--- src/rtl/core/sel_isqrt.sv ---
// Digit-recurrence square root, two radicand bits a cycle, rounded to nearest.
module sel_isqrt (
   input  logic        clock,
   input  logic        reset,
   input  logic        start,
   input  logic [31:0] radicand,
   output logic        done,
   output logic [15:0] root
);

   logic [31:0] rad_ff, rad_in;
   logic [19:0] rem_ff, rem_in;
   logic [15:0] root_ff, root_in;
   logic [4:0]  cnt_ff, cnt_in;
   logic        busy_ff, busy_in;
   logic        done_ff, done_in;
   logic [19:0] rem_sh, trial;
   logic [16:0] rounded;

   always_comb begin
      rad_in  = rad_ff;
      rem_in  = rem_ff;
      root_in = root_ff;
      cnt_in  = cnt_ff;
      busy_in = busy_ff;
      done_in = 1'b0;
      rem_sh  = {rem_ff[17:0], rad_ff[31:30]};
      trial   = {2'b00, root_ff, 2'b01};
      if (start) begin
         rad_in  = radicand;
         rem_in  = '0;
         root_in = '0;
         cnt_in  = 5'd16;
         busy_in = 1'b1;
      end else if (busy_ff) begin
         rad_in = {rad_ff[29:0], 2'b00};
         if (rem_sh >= trial) begin
            rem_in  = rem_sh - trial;
            root_in = {root_ff[14:0], 1'b1};
         end else begin
            rem_in  = rem_sh;
            root_in = {root_ff[14:0], 1'b0};
         end
         cnt_in = cnt_ff - 1'b1;
         if (cnt_ff == 5'd1) begin
            busy_in = 1'b0;
            done_in = 1'b1;
         end
      end
   end

   always_ff @(posedge clock) begin
      if (reset) begin
         busy_ff <= 1'b0;
         done_ff <= 1'b0;
         cnt_ff  <= '0;
      end else begin
         busy_ff <= busy_in;
         done_ff <= done_in;
         cnt_ff  <= cnt_in;
      end
      rad_ff  <= rad_in;
      rem_ff  <= rem_in;
      root_ff <= root_in;
   end

   // round up when the remainder passes the root, saturate at full scale
   always_comb begin
      rounded = {1'b0, root_ff};
      if (rem_ff > {4'b0, root_ff}) begin
         rounded = {1'b0, root_ff} + 17'd1;
      end
   end

   assign done = done_ff;
   assign root = rounded[16] ? 16'hFFFF : rounded[15:0];

endmodule

--- config.mk ---
export PLATFORM = sky130hd
export DESIGN_NAME = sel_isqrt
export DESIGN_NICKNAME = d
export VERILOG_FILES = /design/src/rtl/core/sel_isqrt.sv
export SDC_FILE = /design/constraint.sdc
export NUM_CORES = 1
export LEC_CHECK = 0
export ABC_AREA = 1
export CORE_MARGIN = 2
export CORE_UTILIZATION = 62
export DETAILED_ROUTE_END_ITERATION = 10
export DONT_BUFFER_PORTS = 1
export PLACE_DENSITY = 0.77
export SYNTH_ARGS = -nofsm -noshare
export SYNTH_HDL_FRONTEND = slang
export SYNTH_SLANG_ARGS = --single-unit
--- constraint.sdc ---
create_clock -name clock -period 3.9 [get_ports clock]
set_input_delay 0.195 -clock clock [delete_from_list [all_inputs] [get_ports clock]]
set_output_delay 0.195 -clock clock [all_outputs]
set_load 0.01 [all_outputs]
==> flow_metrics.tcl <==
set metrics [dict create \
    status "finished clean" \
    cts_tree "yes" \
    synth_xor_area_share_pct 2.56 \
    fin_nets 810 \
    worst_setup_path_start_kind "flip-flop" \
    portBuffers 0 \
    netlist_area_um2 5120 \
    track_usage_pct 30.3 \
    synth_top_family_by_area "simple AND/OR/NAND/NOR gates" \
    clockBufferDepth 2 \
    period_share_pct 81.7 \
    place.gp.congestion 1.01 \
    totalPowerFinal_mw 5.28 \
    drt-pass1-iter-count 5 \
    core_um2 8090 \
    crit_required_ps 3700 \
    cts-root-buf "clkbuf_8" \
    drive_above_1_share_pct 8.18 \
    syn_to_final_growth_pct 6.20 \
    grt_pass1_wl_um 21100 \
    post-route-min-period_ps 3190 \
    peakVddDrop_mv 0.500 \
    whs_ps 10.6 \
    vias_per_cell 5.63 \
    wl_per_cell_um 14.8 \
    cp-end-kind "output port" \
    fin_skew_ps 12.6 \
    met3WireLength_um 1110 \
    antenna_found_initial 0 \
    gr-total-overflow 0 \
    numCtsBuffers 9 \
    ioPinCount 52 \
    fmax_ghz 0.314 \
    wl_met1_um 5500 \
    power.density_nw_per_um2 970 \
    synthTopCellsByArea "nand2_1 20%, edfxtp_1 19%, dfxtp_1 17%" \
    holdCritStartpoint "radicand[0]" \
    die_x_um 94.9 \
    route.detailed.drc 0 \
    clkLatencyLatePin_ps 370 \
    maxCapViolCount 0 \
    worst-setup-path-type "reg -> out" \
    synth_commonest_cells "278 x nand2_1, 85 x inv_1, 73 x nand3_1" \
    synthAdderAreaFrac_pct 5.37 \
    leakage_nw 2.67 \
    synth_ff_type "dfxtp_1" \
    grt_max_degree 49 \
    rows 33 \
    slew-limit-headroom_pct 27.1 \
    top_layer "met4" \
    wl_um 12800 \
    dieArea_um2 9010 \
    hold_class "in -> reg" \
    synth_edf_count 32 \
    ys_ff_latch 75 \
    crit_start "root_ff[3]$_SDFFE_PP0P_" \
    dieHeight_um 94.9 \
    post_cts_buffers 0 \
    yosysTopAreaCellShare_pct 20.4 \
    dp_hpwl_um 9380 \
    wl_met2_um 6000 \
    ys_seq_area_share_pct 35.5 \
    synth.net_count 806 \
    filler_cell_count 704 \
    cts_sinks 75 \
    cp_max_fo 20 \
    cts_max_level 3 \
    maxSlewViolCount 0 \
    setup_viol 0 \
    ant_nets 0 \
    reg2reg_from "root_ff[13]$_SDFFE_PP0P_" \
    rsz0062_at_grt "no" \
    setup_tns_ps 0 \
    cp_data_arrival_time_ps 2990 \
    synth-simple-area-share_pct 41.0 \
    syn_avg_cell_area_um2 6.84 \
    worst_slew_pin_slew_ps 1090 \
    drtIter0Drc 504 \
    setup_ws_ps 712 \
    syn_inst 749 \
    clkTransAtPathRegs_ps 90 \
    synth.area.mux_share_pct 0 \
    synth-async-reset-ratio_pct 0 \
    diodes 0 \
    synth_top_area_cell "nand2_1" \
    yosysWarnings 0 \
    start_util_pct 63.3 \
    num_vias 4862 \
    post_synth_num_cell_types 42 \
    dpl_worst_slack_ps 1180 \
    first_global_vias 4402 \
    synth.most_common_cell "nand2_1" \
    ctsResizeCount 0 \
    synth-compound-area-share_pct 5.71 \
    final-hold-violation-count 0 \
]
[metrics by stage]
step | instance area [um2] | instances | utilization [%]
after CTS | 5440 | 863 | 67.3
final | 5440 | 863 | 67.3
after global placement | 5140 | 836 | 63.5
after global routing | 5440 | 863 | 67.3
after floorplan | 5120 | 749 | -
after detailed placement | 5140 | 836 | 63.5
[cells in the final DEF, fill, tap and decap left out, drive strengths merged]
master / count
nand3: 77
xnor2: 3
a31oi: 1
a211oi: 1
and2: 2
clkinvlp: 1
o21bai: 3
clkbuf: 9
edfxtp: 32
a21oi: 14
dfxtp: 43
nor3: 9
o21ai: 14
nor2: 56
nand3b: 4
clkinv: 7
o211ai: 3
nand4: 16
nor4: 4
xor2: 12
nand2: 294
o22ai: 15
and3: 1
dlygate4sd3: 11
buf: 3
inv: 96
or2: 5
ha: 22
[sequential cells by signal, indices dropped and copies added, names as in the netlist]
register and flops:
cnt_ff 5, busy_ff 1, rem_ff 20, done 1
rad_ff 32, root_ff 16
[critical path: stages (launching register included)]
cell and delay, ps:
dfxtp_1 390, clkinv_1 230, ha_1 450, nand2_1 90, nor2_1 290, nand4_2 500, nand2_4 380, nand2_1 120
nand3_1 160
[logic make-up after synthesis]
| logic type | Yosys count |
|---|---|
| buf+inv | 118 |
| compound gates | 51 |
| fa+ha+maj | 22 |
| flops | 75 |
| xor+xnor | 15 |
| simple gates | 468 |
[layer usage]
metal | vias up | global-route usage, %
met5 | - | 0
met4 | 0 | 9.78
met1 | 2206 | 41.3
met2 | 221 | 47.8
li1 | 2413 | -
met3 | 22 | 6.86
[power breakdown]
group / internal, mW / switching, mW / leakage (nW) / total (mW)
clock network: 0.247 / 0.348 / 0.0951 / 0.596
logic: 1.10 / 2.53 / 1.90 / 3.62
registers: 0.955 / 0.108 / 0.679 / 1.06
[final cells by class]
type / count / area (um2) / area share, %
clock inverters: 7 / 70.1 / 1.29
inverters: 97 / 364 / 6.69
multi-input cells: 556 / 2800 / 51.4
well taps: 105 / 131 / 2.41
clock buffers: 9 / 124 / 2.28
repair buffers: 14 / 133 / 2.44
flip-flops and latches: 75 / 1820 / 33.5
[repair_timing]
item	4_1_cts	5_1_grt
hold buffers	11	0
endpoints found under the hold margin	18	0
setup endpoints to repair	0	0
[path summary, 6_finish.rpt]
check / endpoint / slack, ps / cells after the start
max: root[9] / 710 / 8
min: rad_ff[0]$_SDFFCE_PN0P_ / 10 / 2
max reg2reg: rem_ff[4]$_SDFFE_PP0P_ / 1350 / 11
min reg2reg: rem_ff[18]$_SDFFE_PP0P_ / 460 / 2
(Power assumes the default switching activity.)
