File: config.mk
export PLATFORM = sky130hd
export DESIGN_NAME = sel_divider
export DESIGN_NICKNAME = d
export VERILOG_FILES = /design/src/rtl/core/sel_divider.sv
export SDC_FILE = /design/constraint.sdc
export NUM_CORES = 1
export LEC_CHECK = 0
export BUFFER_PORTS_ARGS = -buffer_cell sky130_fd_sc_hd__buf_2
export CORE_MARGIN = 2
export CORE_UTILIZATION = 54
export CTS_CLUSTER_SIZE = 40
export DETAILED_ROUTE_END_ITERATION = 10
export GPL_TIMING_DRIVEN = 0
export HOLD_SLACK_MARGIN = 0.1
export PLACE_DENSITY = 0.79
export SYNTH_ARGS = -nofsm -noshare
export SYNTH_HDL_FRONTEND = slang
export SYNTH_SLANG_ARGS = --single-unit
File: constraint.sdc
create_clock -name clock -period 3.2 [get_ports clock]
set_clock_uncertainty 0.05 [all_clocks]
set_input_delay 0.64 -clock clock [delete_from_list [all_inputs] [get_ports clock]]
set_output_delay 0.64 -clock clock [all_outputs]
set_load 0.02 [all_outputs]
File: src/rtl/core/sel_divider.sv
// Restoring divider, one quotient bit a cycle.
module sel_divider #(
   parameter int DVD_W = 64,
   parameter int DVS_W = 40
) (
   input  logic             clock,
   input  logic             reset,
   input  logic             start,
   input  logic [DVD_W-1:0] dividend,
   input  logic [DVS_W-1:0] divisor,
   output logic             done,
   output logic [DVD_W-1:0] quotient,
   output logic [DVS_W-1:0] remainder
);

   localparam int CW = $clog2(DVD_W + 1);

   logic [DVD_W-1:0] quot_ff, quot_in;
   logic [DVS_W-1:0] rem_ff, rem_in;
   logic [DVS_W-1:0] dvs_ff;
   logic [CW-1:0]    cnt_ff, cnt_in;
   logic             busy_ff, busy_in;
   logic             done_ff, done_in;
   logic [DVS_W:0]   trial;

   always_comb begin
      quot_in = quot_ff;
      rem_in  = rem_ff;
      cnt_in  = cnt_ff;
      busy_in = busy_ff;
      done_in = 1'b0;
      trial   = {rem_ff, quot_ff[DVD_W-1]};
      if (start) begin
         quot_in = dividend;
         rem_in  = '0;
         cnt_in  = CW'(DVD_W);
         busy_in = 1'b1;
      end else if (busy_ff) begin
         if (trial >= {1'b0, dvs_ff}) begin
            rem_in  = DVS_W'(trial - {1'b0, dvs_ff});
            quot_in = {quot_ff[DVD_W-2:0], 1'b1};
         end else begin
            rem_in  = trial[DVS_W-1:0];
            quot_in = {quot_ff[DVD_W-2:0], 1'b0};
         end
         cnt_in = cnt_ff - 1'b1;
         if (cnt_ff == CW'(1)) begin
            busy_in = 1'b0;
            done_in = 1'b1;
         end
      end
   end

   always_ff @(posedge clock) begin
      if (reset) begin
         busy_ff <= 1'b0;
         done_ff <= 1'b0;
         cnt_ff  <= '0;
      end else begin
         busy_ff <= busy_in;
         done_ff <= done_in;
         cnt_ff  <= cnt_in;
      end
      quot_ff <= quot_in;
      rem_ff  <= rem_in;
      if (start) begin
         dvs_ff <= divisor;
      end
   end

   assign done      = done_ff;
   assign quotient  = quot_ff;
   assign remainder = rem_ff;

endmodule

==> flow_metrics.py <==
metrics = {
    "sta": {
        "relSlewSlack": 0.412,
        "setup_viol": 0,
        "worst_pin_slew_ns": 0.882,
        "fmax_mhz": 314,
        "drv_slew": 0,
        "period_needed_ns": 3.19,
        "rsz0062_at_grt": "true",
        "timing_hold_violations_final": 0,
        "finalCritPeriodShare": 0.996,
    },
    "floorplan": {
        "die_h_um": 130,
        "fp.dieW_um": 130,
        "dieArea_um2": 16900,
        "core.rowCount": 46,
        "core-area_um2": 15700,
        "io_pins": 212,
        "start_util": 0.546,
    },
    "setup_path": {
        "cp-end-kind": "flop",
        "critical_path.most_common_cell": "buf_8",
        "cp_data_required_time_ns": 3.49,
        "crit_arrival_ns": 3.48,
        "path_cells": "inv_2 -> ha_4 -> nor2b_4 -> o31a_1 -> o2111a_1 -> o2111ai_2 -> and3b_2 -> o31ai_4 -> a21oi_4 -> buf_8 -> buf_8 -> nand2_2 -> a311oi_2",
        "cp-start-kind": "flop",
        "critPathKind": "reg2reg",
        "max_stage_delay_ns": 0.46,
        "cp_max_fo": 6,
        "cp_slowest_cell": "edfxtp_1",
    },
    "synthesis": {
        "synth-seq-cells": 153,
        "ys.warnings.count": 0,
        "synthArstFlopShare": 0,
        "yosysSeqAreaShare": 0.478,
        "syn-num-nets": 985,
        "synth-main-ff-cell": "edfxtp_1",
        "synth_cell_types": 67,
        "synthCells": 835,
        "syn_area_per_cell_um2": 10.3,
        "synth-edff-count": 104,
        "syn_area_um2": 8580,
    },
    "detailed_routing": {
        "dr_total_vias": 7382,
        "ant_nets": 0,
        "wl_per_cell_um": 18.3,
        "via_per_inst": 5.67,
        "dr.pass1.iters": 5,
        "wirelength_um": 23800,
        "drc_errors": 0,
        "dr.first_iter.drc_count": 465,
    },
    "cells_and_area": {
        "fillers": 1235,
        "diodes": 0,
        "fin_cells": 1301,
        "area_delta_synth_final_pct": 26.9,
        "drive_gt1_frac": 0.355,
        "layout.nets": 1223,
    },
    "clock_tree": {
        "cts.clk_slew.worst_paths_ns": 0.07,
        "cts_tree": "built",
        "clockBufferDepth": 2,
        "cts_buffers": 17,
        "clock_latency_ns": 0.43,
        "clkSinkCount": 153,
        "root_buffer": "clkbuf_16",
        "ctsHtreeMaxLevel": 4,
    },
    "power": {
        "ir_drop_v": 0.000428,
        "power_density_nw_per_um2": 563,
        "leakage_nw": 4.75,
        "power.total_w": 0.00613,
    },
    "outcome": {
        "status": "complete, no violations",
    },
    "place": {
        "hpwl_um": 17400,
        "place_inst": 1262,
        "numPortBuffers": 211,
        "gp_congestion": 0.925,
    },
    "grt": {
        "grt_pass1_vias": 7006,
        "grt_max_degree": 65,
        "grt_pass1_wl_um": 35600,
        "grt_overflow": 0,
        "antenna_found_initial": 2,
        "track_usage": 0.274,
    },
    "run": {
        "maxCapViolations": 0,
    },
    "worst_hold_path": {
        "hp-class": "in2reg",
    },
}
-- sequential cells by signal, summed over array words and instances, names as in the netlist --
| name | cells |
|---|---|
| busy_ff | 1 |
| done | 1 |
| quotient | 64 |
| cnt_ff | 7 |
| dvs_ff | 40 |
| remainder | 40 |
-- timing repair --
item	4_1_cts	5_1_grt
setup endpoints to repair	103	38
buffers inserted	1	10
hold endpoints to repair	0	0
pin swaps	2	14
hold buffers	0	0
resized for setup	15	52
gates cloned	0	2
-- logic make-up after synthesis --
| kind of cell | after synthesis | share of synthesized area |
|---|---|---|
| AND/OR/NAND/NOR | 260 | 0.138 |
| AO/OA/AOI/OAI | 184 | 0.151 |
| flip-flops | 153 | 0.478 |
| buffers and inverters | 93 | 0.0455 |
| multiplexers | 65 | 0.0850 |
| adder cells (fa/ha/maj) | 43 | 0.0636 |
| XOR/XNOR | 37 | 0.0378 |
-- worst max-delay path: cells and delay by family, from the launching register on --
| kind | cells | cell delay, ns |
|---|---|---|
| compound gates | 6 | 1.52 |
| flops | 1 | 0.46 |
| simple gates | 3 | 0.44 |
| fa+ha+maj | 1 | 0.20 |
| buf+inv | 3 | 0.41 |
-- worst paths after layout --
| path | start | to | slack [ns] | cells past startpoint |
|---|---|---|---|---|
| max | dvs_ff[1]$_DFFE_PP_ | remainder[16]$_SDFFE_PP0P_ | 0.01 | 13 |
| min | divisor[8] | dvs_ff[8]$_DFFE_PP_ | 0.33 | 1 |
| max reg2reg | dvs_ff[1]$_DFFE_PP_ | remainder[16]$_SDFFE_PP0P_ | 0.01 | 13 |
| min reg2reg | remainder[31]$_SDFFE_PP0P_ | remainder[32]$_SDFFE_PP0P_ | 0.47 | 2 |
-- metrics by stage --
step	worst slack, ns	setup TNS (ns)	utilization	instance area [um^2]	hold slack [ns]
final	0.0143	0	0.693	10900	0.327
after global routing	-0.0954	-1.58	0.693	10900	0.315
after CTS	0.00639	0	0.671	10500	0.319
after detailed placement	-0.603	-48.33	0.630	9910	0.453
after global placement	-1.01	-75.36	0.630	9900	0.436
after floorplan	0.234	0	-	8580	0.419
-- power by group --
part           internal, W  leakage [nW]  switching [W]
combinational     0.000686          3.02       0.000979
sequential         0.00233          1.44       0.000129
clock              0.00111         0.286       0.000903
total              0.00412          4.75        0.00201
-- area by class of cell --
cell class | instances | area, um^2 | share of cell area
sequential | 153 | 4100 | 0.377
buffer | 38 | 213 | 0.0195
timing repair buffer | 224 | 1190 | 0.110
clock inverter | 14 | 154 | 0.0141
inverter | 50 | 188 | 0.0172
clock buffer | 17 | 425 | 0.0391
multi-input combinational | 589 | 4330 | 0.398
tap | 216 | 270 | 0.0248
-- routing by layer --
layer / GRT usage / up-vias / wire (um) / share of wire
met4: 0.0677 / 4 / 370 / 0.016
met3: 0.0886 / 35 / 1810 / 0.076
met5: 0 / - / 30 / 0.0013
li1: - / 3522 / - / -
met2: 0.491 / 284 / 12100 / 0.51
met1: 0.319 / 3537 / 9560 / 0.40
-- synth_stat cells, drive strengths merged, types with 12 or more instances --
cell    count  area [um^2]
xnor2      21          184
mux2       63          709
o21ai      24          120
xor2       16          140
a21oi      50          258
edfxtp    104         3120
a21o       23          175
nor2       72          270
dfxtp      49          981
buf        14         93.8
nand2     107          402
inv        50          188
clkbuf     29          109
nor3       12         60.1
ha         42          526
a311oi     35          307
-- placed cells by master, fill, tap and decap left out, types with 7 or more instances in the layout --
cell	count
xnor2_1	21
clkbuf_16	19
clkbuf_1	24
nand2_1	105
ha_1	32
a311oi_1	29
nor2_1	71
nor3_1	11
xor2_1	16
edfxtp_1	104
buf_4	14
nand4_1	7
inv_1	48
o21ai_0	22
a21oi_1	47
dfxtp_1	49
a21o_1	21
mux2_2	63
nand3_1	10
buf_2	212
No activity file was read; power rests on OpenSTA's default activity.
